`config.mk`:
```
export PLATFORM = sky130hd
export DESIGN_NAME = telnet_receive_negotiator
export DESIGN_NICKNAME = d
export VERILOG_FILES = /design/src/rtl/core/tnrxneg_pkg.sv /design/src/rtl/core/telnet_receive_negotiator.sv
export SDC_FILE = /design/constraint.sdc
export NUM_CORES = 1
export LEC_CHECK = 0
export BUFFER_PORTS_ARGS = -buffer_cell sky130_fd_sc_hd__buf_2
export CORE_MARGIN = 3
export CORE_UTILIZATION = 38
export CTS_BUF_LIST = sky130_fd_sc_hd__clkbuf_4
export CTS_CLUSTER_SIZE = 24
export DETAILED_ROUTE_END_ITERATION = 6
export PLACE_DENSITY_LB_ADDON = 0.25
export RECOVER_POWER = 50
export SLEW_MARGIN = 10
export SYNTH_ARGS = -nofsm -noshare
export SYNTH_HDL_FRONTEND = slang
export SYNTH_SLANG_ARGS = --single-unit
```
`constraint.sdc`:
```
create_clock -name clock -period 4.7 [get_ports clock]
set_input_delay 0.705 -clock clock [delete_from_list [all_inputs] [get_ports clock]]
set_output_delay 0.705 -clock clock [all_outputs]
set_load 0.02 [all_outputs]
```
`src/rtl/core/tnrxneg_pkg.sv`:
```
// Shared types, protocol codes and reply tables for the telnet receive negotiator.
package tnrxneg_pkg;

   localparam int SUB_CAPACITY = 256;
   localparam int SUB_CNT_W    = $clog2(SUB_CAPACITY + 1);

   localparam logic [7:0] TN_IAC  = 8'd255;
   localparam logic [7:0] TN_SE   = 8'd240;
   localparam logic [7:0] TN_SB   = 8'd250;
   localparam logic [7:0] TN_WILL = 8'd251;
   localparam logic [7:0] TN_WONT = 8'd252;
   localparam logic [7:0] TN_DO   = 8'd253;
   localparam logic [7:0] TN_DONT = 8'd254;

   localparam logic [7:0] OPT_ECHO   = 8'd1;
   localparam logic [7:0] OPT_SGA    = 8'd3;
   localparam logic [7:0] OPT_TTYPE  = 8'd24;
   localparam logic [7:0] OPT_NEWENV = 8'd39;

   localparam logic [7:0] SUB_IS   = 8'd0;
   localparam logic [7:0] SUB_SEND = 8'd1;

   // Terminal type answer, framed as IAC SB TERMINAL-TYPE IS <name> IAC SE.
   localparam logic [7:0] TTYPE_REPLY [16] = '{
      8'hFF, 8'hFA, 8'h18, 8'h00,
      8'h44, 8'h45, 8'h43, 8'h2D, 8'h56, 8'h54, 8'h32, 8'h34, 8'h30,
      8'hFF, 8'hF0, 8'h00
   };

   // Empty environment answer: IAC SB NEW-ENVIRON IS IAC SE.
   localparam logic [7:0] ENV_REPLY [8] = '{
      8'hFF, 8'hFA, 8'h27, 8'h00, 8'hFF, 8'hF0, 8'h00, 8'h00
   };

   typedef enum logic [7:0] {
      PS_TEXT   = 8'b0000_0001,
      PS_IAC    = 8'b0000_0010,
      PS_WILL   = 8'b0000_0100,
      PS_WONT   = 8'b0000_1000,
      PS_DO     = 8'b0001_0000,
      PS_DONT   = 8'b0010_0000,
      PS_SB     = 8'b0100_0000,
      PS_SB_IAC = 8'b1000_0000
   } parse_state_type;

   typedef enum logic [1:0] {
      KIND_TEXT  = 2'd0,
      KIND_VERB  = 2'd1,
      KIND_TTYPE = 2'd2,
      KIND_ENV   = 2'd3
   } rsp_kind_type;

   // Index of the final byte of a result run.
   function automatic logic [3:0] kind_last_idx(input rsp_kind_type kind);
      logic [3:0] n;
      case (kind)
         KIND_TEXT:  n = 4'd0;
         KIND_VERB:  n = 4'd2;
         KIND_TTYPE: n = 4'd14;
         KIND_ENV:   n = 4'd5;
         default:    n = 4'd0;
      endcase
      return n;
   endfunction

   function automatic logic [7:0] kind_byte(input rsp_kind_type kind,
                                            input logic [3:0]   idx,
                                            input logic [7:0]   verb,
                                            input logic [7:0]   data);
      logic [7:0] b;
      case (kind)
         KIND_TEXT: b = data;
         KIND_VERB: begin
            case (idx)
               4'd0:    b = TN_IAC;
               4'd1:    b = verb;
               default: b = data;
            endcase
         end
         KIND_TTYPE: b = TTYPE_REPLY[idx];
         KIND_ENV:   b = ENV_REPLY[idx[2:0]];
         default:    b = data;
      endcase
      return b;
   endfunction

endpackage

```
`src/rtl/core/telnet_receive_negotiator.sv`:
```
// Telnet receive negotiator: parses received bytes and emits terminal data and replies.
//
// One received byte enters per item. Plain text, a doubled IAC and every byte that
// produces nothing are taken at one item per clock. A byte that causes results loads
// a single output register that then sends the run one byte per clock unless the
// output stalls: 1 byte for a text byte, 3 bytes for a WILL/WONT/DO/DONT answer, 6
// for the environment subnegotiation answer and 15 for the terminal type answer. The
// next item is taken in the same cycle that the final byte of a run leaves, so input
// stalls only while a multi-byte run is in progress or the output side stalls.
module telnet_receive_negotiator (
   input  logic       clock,
   input  logic       reset,
   input  logic       req_valid,
   output logic       req_stall,
   input  logic [7:0] req_rx_byte,
   output logic       rsp_valid,
   input  logic       rsp_stall,
   output logic [7:0] rsp_out_byte,
   output logic       rsp_to_network,
   output logic       rsp_last
);
   import tnrxneg_pkg::*;

   parse_state_type        state_ff, state_in;
   logic [SUB_CNT_W-1:0]   sub_count_ff, sub_count_in;
   logic [7:0]             sub_option_ff, sub_option_in;
   logic [7:0]             sub_second_ff, sub_second_in;

   logic                   valid_ff, valid_in;
   rsp_kind_type           kind_ff, kind_in;
   logic [7:0]             verb_ff, verb_in;
   logic [7:0]             data_ff, data_in;
   logic [3:0]             idx_ff, idx_in;

   logic                   accept;
   logic                   out_fire;
   logic                   out_done;
   logic                   produce;
   logic [7:0]             c;
   logic                   will_ok;
   logic                   do_ok;

   assign rsp_last       = (idx_ff == kind_last_idx(kind_ff));
   assign rsp_valid      = valid_ff;
   assign rsp_out_byte   = kind_byte(kind_ff, idx_ff, verb_ff, data_ff);
   assign rsp_to_network = (kind_ff != KIND_TEXT);

   assign out_fire  = valid_ff && !rsp_stall;
   assign out_done  = out_fire && rsp_last;
   assign req_stall = valid_ff && !out_done;
   assign accept    = req_valid && !req_stall;

   assign c       = req_rx_byte;
   assign will_ok = (c == OPT_ECHO) || (c == OPT_SGA) || (c == OPT_TTYPE);
   assign do_ok   = will_ok || (c == OPT_NEWENV);

   always_comb begin
      state_in      = state_ff;
      sub_count_in  = sub_count_ff;
      sub_option_in = sub_option_ff;
      sub_second_in = sub_second_ff;
      produce       = 1'b0;
      kind_in       = KIND_TEXT;
      verb_in       = TN_DO;
      data_in       = c;

      case (state_ff)
         PS_TEXT: begin
            if (c == TN_IAC) begin
               state_in = PS_IAC;
            end else begin
               produce = 1'b1;
            end
         end
         PS_IAC: begin
            case (c)
               TN_IAC: begin
                  state_in = PS_TEXT;
                  produce  = 1'b1;
               end
               TN_WILL: state_in = PS_WILL;
               TN_WONT: state_in = PS_WONT;
               TN_DO:   state_in = PS_DO;
               TN_DONT: state_in = PS_DONT;
               TN_SB: begin
                  state_in      = PS_SB;
                  sub_count_in  = '0;
                  sub_option_in = 8'd0;
                  sub_second_in = 8'd0;
               end
               default: state_in = PS_TEXT;
            endcase
         end
         PS_WILL: begin
            state_in = PS_TEXT;
            produce  = 1'b1;
            kind_in  = KIND_VERB;
            verb_in  = will_ok ? TN_DO : TN_DONT;
         end
         PS_WONT: begin
            state_in = PS_TEXT;
            produce  = 1'b1;
            kind_in  = KIND_VERB;
            verb_in  = TN_DONT;
         end
         PS_DO: begin
            state_in = PS_TEXT;
            produce  = 1'b1;
            kind_in  = KIND_VERB;
            verb_in  = do_ok ? TN_WILL : TN_WONT;
         end
         PS_DONT: begin
            state_in = PS_TEXT;
            produce  = 1'b1;
            kind_in  = KIND_VERB;
            verb_in  = TN_WONT;
         end
         PS_SB: begin
            if (c == TN_IAC) begin
               state_in = PS_SB_IAC;
            end else if (sub_count_ff < SUB_CNT_W'(SUB_CAPACITY)) begin
               if (sub_count_ff == '0) begin
                  sub_option_in = c;
               end else if (sub_count_ff == SUB_CNT_W'(1)) begin
                  sub_second_in = c;
               end
               sub_count_in = sub_count_ff + SUB_CNT_W'(1);
            end
         end
         PS_SB_IAC: begin
            // Anything but SE is dropped and the subnegotiation stays open.
            if (c == TN_SE) begin
               state_in = PS_TEXT;
               if ((sub_count_ff >= SUB_CNT_W'(2)) && (sub_second_ff == SUB_SEND)) begin
                  if ((sub_option_ff == OPT_TTYPE) && (sub_count_ff == SUB_CNT_W'(2))) begin
                     produce = 1'b1;
                     kind_in = KIND_TTYPE;
                  end else if (sub_option_ff == OPT_NEWENV) begin
                     produce = 1'b1;
                     kind_in = KIND_ENV;
                  end
               end
            end
         end
         default: state_in = PS_TEXT;
      endcase
   end

   always_comb begin
      valid_in = valid_ff;
      idx_in   = idx_ff;
      if (accept) begin
         valid_in = produce;
         idx_in   = 4'd0;
      end else if (out_fire) begin
         valid_in = !rsp_last;
         idx_in   = idx_ff + 4'd1;
      end
   end

   always_ff @(posedge clock) begin
      if (reset) begin
         state_ff      <= PS_TEXT;
         sub_count_ff  <= '0;
         sub_option_ff <= 8'd0;
         sub_second_ff <= 8'd0;
         valid_ff      <= 1'b0;
         idx_ff        <= 4'd0;
      end else begin
         valid_ff <= valid_in;
         idx_ff   <= idx_in;
         if (accept) begin
            state_ff      <= state_in;
            sub_count_ff  <= sub_count_in;
            sub_option_ff <= sub_option_in;
            sub_second_ff <= sub_second_in;
         end
      end
   end

   always_ff @(posedge clock) begin
      if (accept && produce) begin
         kind_ff <= kind_in;
         verb_ff <= verb_in;
         data_ff <= data_in;
      end
   end

   a_idx_in_run: assert property (@(posedge clock) disable iff (reset)
      valid_ff |-> (idx_ff <= kind_last_idx(kind_ff)))
      else $error("run index beyond end of result run");

   a_text_pass: assert property (@(posedge clock) disable iff (reset)
      (accept && (state_ff == PS_TEXT) && (req_rx_byte != TN_IAC))
         |=> (rsp_valid && !rsp_to_network && rsp_last
              && (rsp_out_byte == $past(req_rx_byte))))
      else $error("text byte not passed to terminal");

   a_sub_cap: assert property (@(posedge clock) disable iff (reset)
      sub_count_ff <= SUB_CNT_W'(SUB_CAPACITY))
      else $error("subnegotiation count above capacity");

   a_run_holds_input: assert property (@(posedge clock) disable iff (reset)
      (valid_ff && !rsp_last) |-> req_stall)
      else $error("input taken during an unfinished run");

endmodule

```
=== Word-level counts from Yosys, hierarchy flattened ===
Memories as Yosys holds them, arrays and structs flattened.
Cells that the tools add are included.

* Register bits after elaboration: 56
* Memory bits (read-only): 192
* Input port bits: 12
* Word-level logic and storage cells: 126
* Memories kept: 2

* $add $sub $neg: 2
* Order comparisons: 4
* Eq/ne operators: 38
* Mux-type cells: 43
* Bitwise gates (word level): 2
* Reduce and logical (&&, ||, !) cells: 26

{| class="wikitable"
|+ Memory list
! memory !! words !! bits a word !! rd ports !! clocked after memory_dff !! write ports !! line !! text
|-
| (no name shown) || 16 || 8 || 1 || 0 || 0 || tnrxneg_pkg.sv:80 || <nowiki>KIND_TTYPE: b = TTYPE_REPLY[idx];</nowiki>
|-
| (no name shown) || 8 || 8 || 1 || 0 || 0 || tnrxneg_pkg.sv:81 || <nowiki>KIND_ENV: b = ENV_REPLY[idx[2:0]];</nowiki>
|}

{| class="wikitable"
|+ Operators with widths
! kind !! number
|-
| 2-to-1 mux 8 bit || 15
|-
| equality test 8 bit, second input constant || 8
|-
| case mux 8 bit (4 select lines) || 2
|-
| case mux 8 bit (2 select lines) || 3
|-
| case mux 7 bit (5 select lines) || 1
|-
| 2-to-1 mux 9 bit || 3
|-
| equality test 8 x 1 -> 1 bit, second input constant || 3
|-
| equality test 8 x 5 -> 1 bit, second input constant || 3
|-
| equality test 8 x 6 -> 1 bit, second input constant || 3
|-
| inequality test 2 bit, second input constant || 9
|-
| case mux 9 bit (2 select lines) || 1
|-
| equality test 8 x 2 -> 1 bit, second input constant || 2
|-
| case mux 4 bit (4 select lines) || 1
|-
| case mux 3 bit (4 select lines) || 1
|-
| 2-to-1 mux 2 bit || 5
|-
| adder 9 x 1 -> 9 bit, second input constant || 1
|-
| equality test 9 x 1 -> 1 bit, second input constant || 1
|-
| equality test 9 x 2 -> 1 bit, second input constant || 1
|-
| >= comparator 9 x 2 -> 1 bit, second input constant || 1
|-
| logical NOT 9 bit || 1
|-
| < comparator 9 bit, second input constant || 1
|-
| equality test 8 x 3 -> 1 bit, second input constant || 1
|-
| equality test 8 x 4 -> 1 bit, second input constant || 1
|-
| equality test 8 x 7 -> 1 bit, second input constant || 1
|-
| 25 further kinds || 46
|}

=== Longest topological paths before layout ===
Gate-level depths: netlist of the first run.

* Depth after elaboration: 9
* Mapped depth: 10
* Mapped depth without buffers: 8

=== Worst setup path after synthesis of the first run ===
No wires, ideal clock.

* Kind: register -> output
* From: register kind_ff[0]
* To: output port rsp_out_byte[5]
* Arrival time: 2.132 ns
* Required time: 3.995 ns
* Path slack: 1.863 ns
* Cell stages (with the launch flop): 10
* Path buffers: 1
* Path through: edfxtp_1 inv_1 ha_1 clkbuf_1 or3b_2 a21oi_1 a221oi_1 a21oi_1 nor2_1 a21oi_1

* Longest elaborated chain between the ends: 2
* Elaborated cells on any way between the ends: 5
* Classes of those cells: 3 x eq/ne; 1 x mux; 1 x reduce/logical

{| class="wikitable"
|+ Ends and longest elaborated chain
! what !! line !! text
|-
| start: declaration || telnet_receive_negotiator.sv:30 || <nowiki>rsp_kind_type kind_ff, kind_in;</nowiki>
|-
| start signal: assignment || telnet_receive_negotiator.sv:183 || <nowiki>kind_ff <= kind_in;</nowiki>
|-
| equality test 2 bit, or another cell as far along || tnrxneg_pkg.sv:71 || <nowiki>case (kind)</nowiki>
|-
| case mux 8 bit (4 select lines) * || tnrxneg_pkg.sv:71 ||
|-
| end: declaration || telnet_receive_negotiator.sv:18 || <nowiki>output logic [7:0] rsp_out_byte,</nowiki>
|}

Mark *: on every way between the ends. The rest lies on a longest branch, timed or not.

=== Final worst setup path of the first run ===
* From: register kind_ff[1]
* To: register state_ff[2]

* Longest elaborated chain between the ends: 9
* Elaborated cells on any way between the ends: 12
* Classes of those cells: 4 x eq/ne; 1 x mux; 7 x reduce/logical

{| class="wikitable"
|+ Ends and longest elaborated chain
! what !! line !! text
|-
| equality test 2 bit, or another cell as far along || tnrxneg_pkg.sv:56 || <nowiki>case (kind)</nowiki>
|-
| case mux 4 bit (4 select lines) * || tnrxneg_pkg.sv:56 ||
|-
| equality test 4 bit * || telnet_receive_negotiator.sv:43 || <nowiki>assign rsp_last = (idx_ff == kind_last_idx(kind_ff));</nowiki>
|-
| logical AND 1 bit * || telnet_receive_negotiator.sv:49 || <nowiki>assign out_done = out_fire && rsp_last;</nowiki>
|-
| logical NOT 1 bit * || telnet_receive_negotiator.sv:50 || <nowiki>assign req_stall = valid_ff && !out_done;</nowiki>
|-
| logical AND 1 bit * || telnet_receive_negotiator.sv:50 ||
|-
| logical NOT 1 bit * || telnet_receive_negotiator.sv:51 || <nowiki>assign accept = req_valid && !req_stall;</nowiki>
|-
| logical AND 1 bit * || telnet_receive_negotiator.sv:51 ||
|-
| AND reduction 4 bit (no source line) * || n/a ||
|-
| end signal: assignment || telnet_receive_negotiator.sv:173 || <nowiki>state_ff <= state_in;</nowiki>
|-
| end: declaration || telnet_receive_negotiator.sv:24 || <nowiki>parse_state_type state_ff, state_in;</nowiki>
|}

Marked as above.
A chain may end at the register's enable or synchronous reset.

==> results of run 1 <==
==> path summary, 6_finish.rpt <==
kind,from,to,slack (ps)
max reg2reg,kind_ff[1],state_ff[2],1290
min,sub_option_ff[6],sub_option_ff[6],500
max,kind_ff[1],state_ff[2],1290
min reg2reg,sub_option_ff[6],sub_option_ff[6],500
==> power by group through the flow <==
| stage | Combinational [mW] | Clock, mW | Sequential, mW |
|---|---|---|---|
| finish | 0.175 | 0.190 | 0.476 |
| global route | 0.193 | 0.215 | 0.478 |
| CTS | 0.179 | 0.198 | 0.476 |
| detailed placement | 0.178 | 0 | 0.486 |
| global placement | 0.177 | 0 | 0.486 |
| floorplan | 0.127 | 0 | 0.483 |
==> layout make-up <==
type	instances	area [µm²]	area share
multi-input cells	293	1950	0.564
clock buffers	5	37.5	0.0109
flip-flops and latches	51	1150	0.333
repair buffers	23	101	0.0293
clock inverters	3	15.0	0.00434
well taps	105	131	0.0380
inverters	19	71.3	0.0206
==> per-layer routing <==
metal  up-vias  track usage  wire (µm)
met5         -            0          0
met4         0       0.0546        136
met3        12       0.0269        247
met2        49        0.263       3750
met1      1311        0.200       3490
li1       1421            -          -
==> critical path: stages, from the launching register on <==
cell and delay [ps]:
edfxtp_1 450, inv_1 120, ha_1 410, o21bai_1 190
xnor2_1 160, o32ai_4 650, o221ai_1 640, or4_1 570
a21oi_1 150
==> sequential cells by signal, summed over array words and instances (netlist names) <==
register,flops
sub_count_ff,9
idx_ff,4
sub_second_ff,8
kind_ff,2
verb_ff,3
sub_option_ff,8
rsp_valid,1
data_ff,8
state_ff,8
==> through the flow <==
stage	hold WS, ps	cell area [µm²]	utilization	cells
final	505	3460	0.416	499
after global routing	530	3460	0.416	499
after CTS	508	3500	0.422	499
after detailed placement	486	3450	0.416	491
after global placement	474	3450	0.416	491
after floorplan	460	3290	-	383
==> layout by cell type (no fill, tap or decap), types with 4 or more instances in the layout <==
| cell | netlist | routed |
|---|---|---|
| nand2b_1 | 4 | 4 |
| xnor2_1 | 6 | 6 |
| o211ai_1 | 4 | 5 |
| and3_1 | 7 | 7 |
| nor2_1 | 41 | 41 |
| dfxtp_1 | 38 | 38 |
| ha_1 | 16 | 16 |
| mux2i_1 | 14 | 14 |
| buf_2 | 5 | 12 |
| clkbuf_1 | 13 | 11 |
| inv_1 | 19 | 19 |
| nor4_1 | 6 | 7 |
| a21oi_1 | 19 | 19 |
| or4_1 | 4 | 4 |
| or3_1 | 4 | 4 |
| edfxtp_1 | 13 | 13 |
| o21ai_0 | 20 | 20 |
| nand3_1 | 9 | 10 |
| and2_1 | 9 | 8 |
| o31ai_1 | 4 | 4 |
| nor3_1 | 11 | 11 |
| nand2_1 | 34 | 35 |
| nand4_1 | 9 | 9 |
| nand3b_1 | 8 | 8 |
| clkbuf_4 | 0 | 5 |
| xor2_1 | 6 | 6 |
==> logic make-up after synthesis <==
logic type / share of synthesized area
DFF: 0.350
adders and majority gates: 0.0609
AOI/OAI and AO/OA: 0.176
muxes: 0.0598
and+or+nand+nor: 0.274
buffers and inverters: 0.0465
xor gates and xnor gates: 0.0320
==> impl_results.md, run 1 <==
- Status: complete, no violations
- Clk network pwr share: 0.226
- Netlist cell types: 61
- H-Tree Level Count: 2
- Area growth from synthesis to layout: 5.18%
- Min Tclk post-route: 3410 ps
- Main synth FF type: dfxtp_1
- Die Wd: 99.0 µm
- Combinational power share: 0.208
- Layout cells sized above 1: 0.0761
- CTS resizes: 0
- Post-synthesis register bit count: 51
- Number of global-route vias before repair: 2646
- Largest area contributor in the synthesized netlist: dfxtp_1
- Critical Path Sink Type: flop
- Switching share of power: 0.309
- Slew headroom: 0.282
- Endpoints failing setup: 0
- Initial Util: 0.396
- Syn Area/Cell: 8.58 µm²
- GP Congestion: 0.901
- Clk slew on worst S/H paths: 150 ps
- Pwr/cell area: 244 nW/µm²
- TNS Setup: 0 ps
- Core area: 8300 µm²
- CTS tree: built
- Register area share after synthesis: 0.350
- Worst skew pair latency: 380 ps
- Total Wirelength: 7620 µm
- Max Fclk: 293 MHz
- Max Cap Viol: 0
- DRC: 0
- # fillers: 835
- Worst R2R Path Depth: 8
- RSZ-0062 raised after global routing: no
- Hold path depth: 2
- Largest net degree at the start of global routing: 37
- Crit path max fanout: 16
- Global-route wire length before repair: 12600 µm
- Max Slew Vio Count: 0
- Clk sinks: 51
- TritonRoute pass-1 iters: 4
- Sequential power share: 0.565
- I/O Pins: 24
- Area contributors post-synth: dfxtp_1 23%, edfxtp_1 12%, ha_1 6.1%
- Cell Area, Synth: 3290 µm²
- Asr flop ratio synth: 0
- CP required: 5020 ps
- Startpoint Class: flop
- Row Count: 33
- Die Ht: 99.0 µm
- Worst Path Arrival: 3730 ps
- Top post-synthesis cells by count: 41 x nor2_1, 38 x dfxtp_1, 34 x nand2_1, 20 x o21ai_0
- Detailed placement HPWL: 5690 µm
- Initial DRC count: 87
- Final #Nets: 421
- Initial antenna violation count: 0
- Synth Net Count: 411
- Clock skew: 22.7 ps
- Final worst-path cycle share: 0.726
- Leak Pwr: 1.31 nW
- Max Buffers Root-to-Sink: 2
- Hold crit path type: reg -> reg
- Total gr overflow: 0
- Final hold vios: 0
- IO buf count: 23
- Setup CP Type: reg -> reg
- DR WL/cell: 15.3 µm
- Total GRT Usage: 0.156
- Area share of the largest cell type after synthesis: 0.232
- Routed Antenna Nets: 0
- Top-count cell post-synth: nor2_1
- Syn Inst Count: 383
- Post-synth EDFFs: 13
- Hold buffer count at cts: 0
- Vias per inst: 5.60
- Worst slew pin tran: 1070 ps
- Post-CTS setup buffers: 0
- Power Internal: 0.582 mW
- Dpl ws: 1520 ps
- Peak supply drop: 0.000127 V
- Final worst slack: 1290 ps
- Total power: 0.842 mW
- Antenna diodes: 0
- Root buffer cell: clkbuf_4
- Psw: 0.260 mW
- Ys Warns: 0
- Vias after detailed routing: 2793
- Num CTS Buffers: 5
- Die ar.: 9800 µm²
Note: power is estimated with default switching activity, not from simulation.
==> run 2: changes to the inputs <==
==> constraint.sdc (replaced) <==
create_clock -name clock -period 3.2 [get_ports clock]
set_input_delay 0.48 -clock clock [delete_from_list [all_inputs] [get_ports clock]]
set_output_delay 0.48 -clock clock [all_outputs]
set_load 0.02 [all_outputs]
==> run 2 against run 1 <==
Compared with the run above: critical path depth decreased by 2; largest cell class unchanged; register-to-register slack got worse by 980 ps; largest power group unchanged; utilization increased by 1.2 points; setup slack got worse by 1100 ps; sequential share of layout area decreased by 0.90 points; wire length decreased by 0.68%; first-iteration DRC count increased by 140%; worst hold slack got worse by 130 ps; critical path type is now reg -> out; die area unchanged; global-route usage decreased by 0.10 points; combinational power increased by 55%.
==> impl_results.md, run 2 (synthesis results as in run 1) <==
- Status: complete, no violations
- Final #Nets: 429 (+1.9%)
- Root buffer cell: clkbuf_4
- CTS tree: built
- Max Cap Viol: 0 (unchanged)
- WL met1: 3480 µm (-0.40%)
- Critical Path Sink Type: output port
- Crit path max fanout: 9 (-7)
- Hold buffer count at cts: 0 (unchanged)
- Startpoint Class: flop
- CTS resizes: 0 (unchanged)
- IO buf count: 23 (unchanged)
- Worst Path Arrival: 2520 ps (-1210 ps)
- Total Wirelength: 7570 µm (-0.68%)
- Met3 Wirelength: 259 µm (+4.9%)
- Vias after detailed routing: 2819 (+0.93%)
- Final hold vios: 0 (unchanged)
- Die ar.: 9800 µm² (unchanged)
- DR WL met2: 3720 µm (-0.67%)
- # fillers: 832 (-0.36%)
- Highest routing layer actually used: met4
- CP required: 2720 ps (-2300 ps)
- H-Tree Level Count: 2 (unchanged)
- Largest Register: sub_count_ff
- Setup CP Type: reg -> out
- DRC: 0 (unchanged)
- Endpoints failing setup: 0 (unchanged)
- Commonest cells after routing, fill and taps aside: 41 x nor2_1, 38 x dfxtp_1, 34 x nand2_1
- Worst slew pin tran: 1050 ps (-18.5 ps)
- DR WL/cell: 14.9 µm (-2.2%)
- Placed cells: 499 (+1.6%)
- Layout cells sized above 1: 0.104 (+0.0283)
- Pwr/cell area: 362 nW/µm² (+48%)
- Die Ht: 99.0 µm (unchanged)
- Leak Pwr: 1.35 nW (+3.0%)
- Final worst-path cycle share: 0.938
- Max Fclk: 333 MHz
- Max Slew Vio Count: 0 (unchanged)
- Worst skew pair latency: 390 ps (about the same)
- TNS Setup: 0 ps (unchanged)
- Total gr overflow: 0 (unchanged)
- Peak supply drop: 0.000183 V (+44%)
- Row Count: 33 (unchanged)
- Antenna diodes: 0 (unchanged)
- Slew headroom: 0.294 (+0.0124)
- Total GRT Usage: 0.155 (-0.00103)
- Commonest non-fill, non-tap cell in the layout: nor2_1
- Detailed placement HPWL: 5670 µm (-0.37%)
- Largest register FFs: 9 (unchanged)
- Hold crit path type: in -> reg
- Fin cells: 507 (+1.6%)
- Largest net degree at the start of global routing: 28 (-24%)
- Vias per inst: 5.56 (-0.66%)
- Die Wd: 99.0 µm (unchanged)
- Initial antenna violation count: 0 (unchanged)
- Area growth from synthesis to layout: 8.11%
- TritonRoute pass-1 iters: 4 (unchanged)
- Number of global-route vias before repair: 2607 (-1.5%)
- Min Tclk post-route: 3000 ps
- Post-CTS setup buffers: 0 (unchanged)
- Max Buffers Root-to-Sink: 2 (unchanged)
- Clock skew: 23.3 ps (+0.573 ps)
- Initial Util: 0.396 (unchanged)
- RSZ-0062 raised after global routing: no
- Core area: 8300 µm² (unchanged)
- Routed Antenna Nets: 0 (unchanged)
- I/O Pins: 24 (unchanged)
- Num CTS Buffers: 5 (unchanged)
- GP Congestion: 0.908 (+0.73%)
- Global-route wire length before repair: 12500 µm (-0.71%)
- Initial DRC count: 206 (+140%)
- Clk slew on worst S/H paths: 170 ps (+20 ps)
- Clk sinks: 51 (unchanged)
==> run 2: worst paths after layout <==
| check | from | slack, ps | cells past startpoint | to |
|---|---|---|---|---|
| setup / recovery | idx_ff[0] | 200 | 6 | rsp_out_byte[0] |
| hold reg to reg | sub_option_ff[6] | 500 | 2 | sub_option_ff[6] |
| hold / removal | reset | 380 | 2 | state_ff[6] |
| setup reg to reg | kind_ff[0] | 310 | 8 | state_ff[2] |
==> run 2: final cells by class <==
cell class / instances / area [µm²] / area share
flip-flops and latches: 51 / 1150 / 0.324
clock buffers: 5 / 37.5 / 0.0106
multi-input cells: 293 / 1980 / 0.557
repair buffers: 31 / 155 / 0.0437
inverters: 19 / 71.3 / 0.0201
clock inverters: 3 / 26.3 / 0.00740
well taps: 105 / 131 / 0.0370
==> run 2: report_power, final <==
part | internal [mW] | switching (mW)
Sequential | 0.685 | 0.0135
Combinational | 0.0947 | 0.176
Clock | 0.0933 | 0.221
Total | 0.873 | 0.411
==> run 2: critical path, cell delays in order, from the launching register on <==
cell and delay (ps):
dfxtp_1 560, inv_1 190, ha_1 310, o21ai_1 480
o311ai_0 190, a32oi_1 230, buf_2 190
==> run 2: metrics by stage <==
step | total power, mW | hold slack [ps] | util | setup slack, ps | instance area (µm²)
6_report | 1.28 | 379 | 0.428 | 200 | 3550
3_3_place_gp | 0.982 | 477 | 0.423 | 488 | 3510
4_1_cts | 1.30 | 331 | 0.431 | 123 | 3570
3_5_place_dp | 0.985 | 474 | 0.423 | 400 | 3510
5_1_grt | 1.35 | 389 | 0.428 | 19.9 | 3550
2_1_floorplan | 0.895 | 460 | - | 588 | 3290
==> run 2: routing by layer <==
layer | vias to the layer above | GRT usage
li1 | 1438 | -
met1 | 1315 | 0.206
met2 | 56 | 0.258
met3 | 10 | 0.0248
met4 | 0 | 0.0462
met5 | - | 0
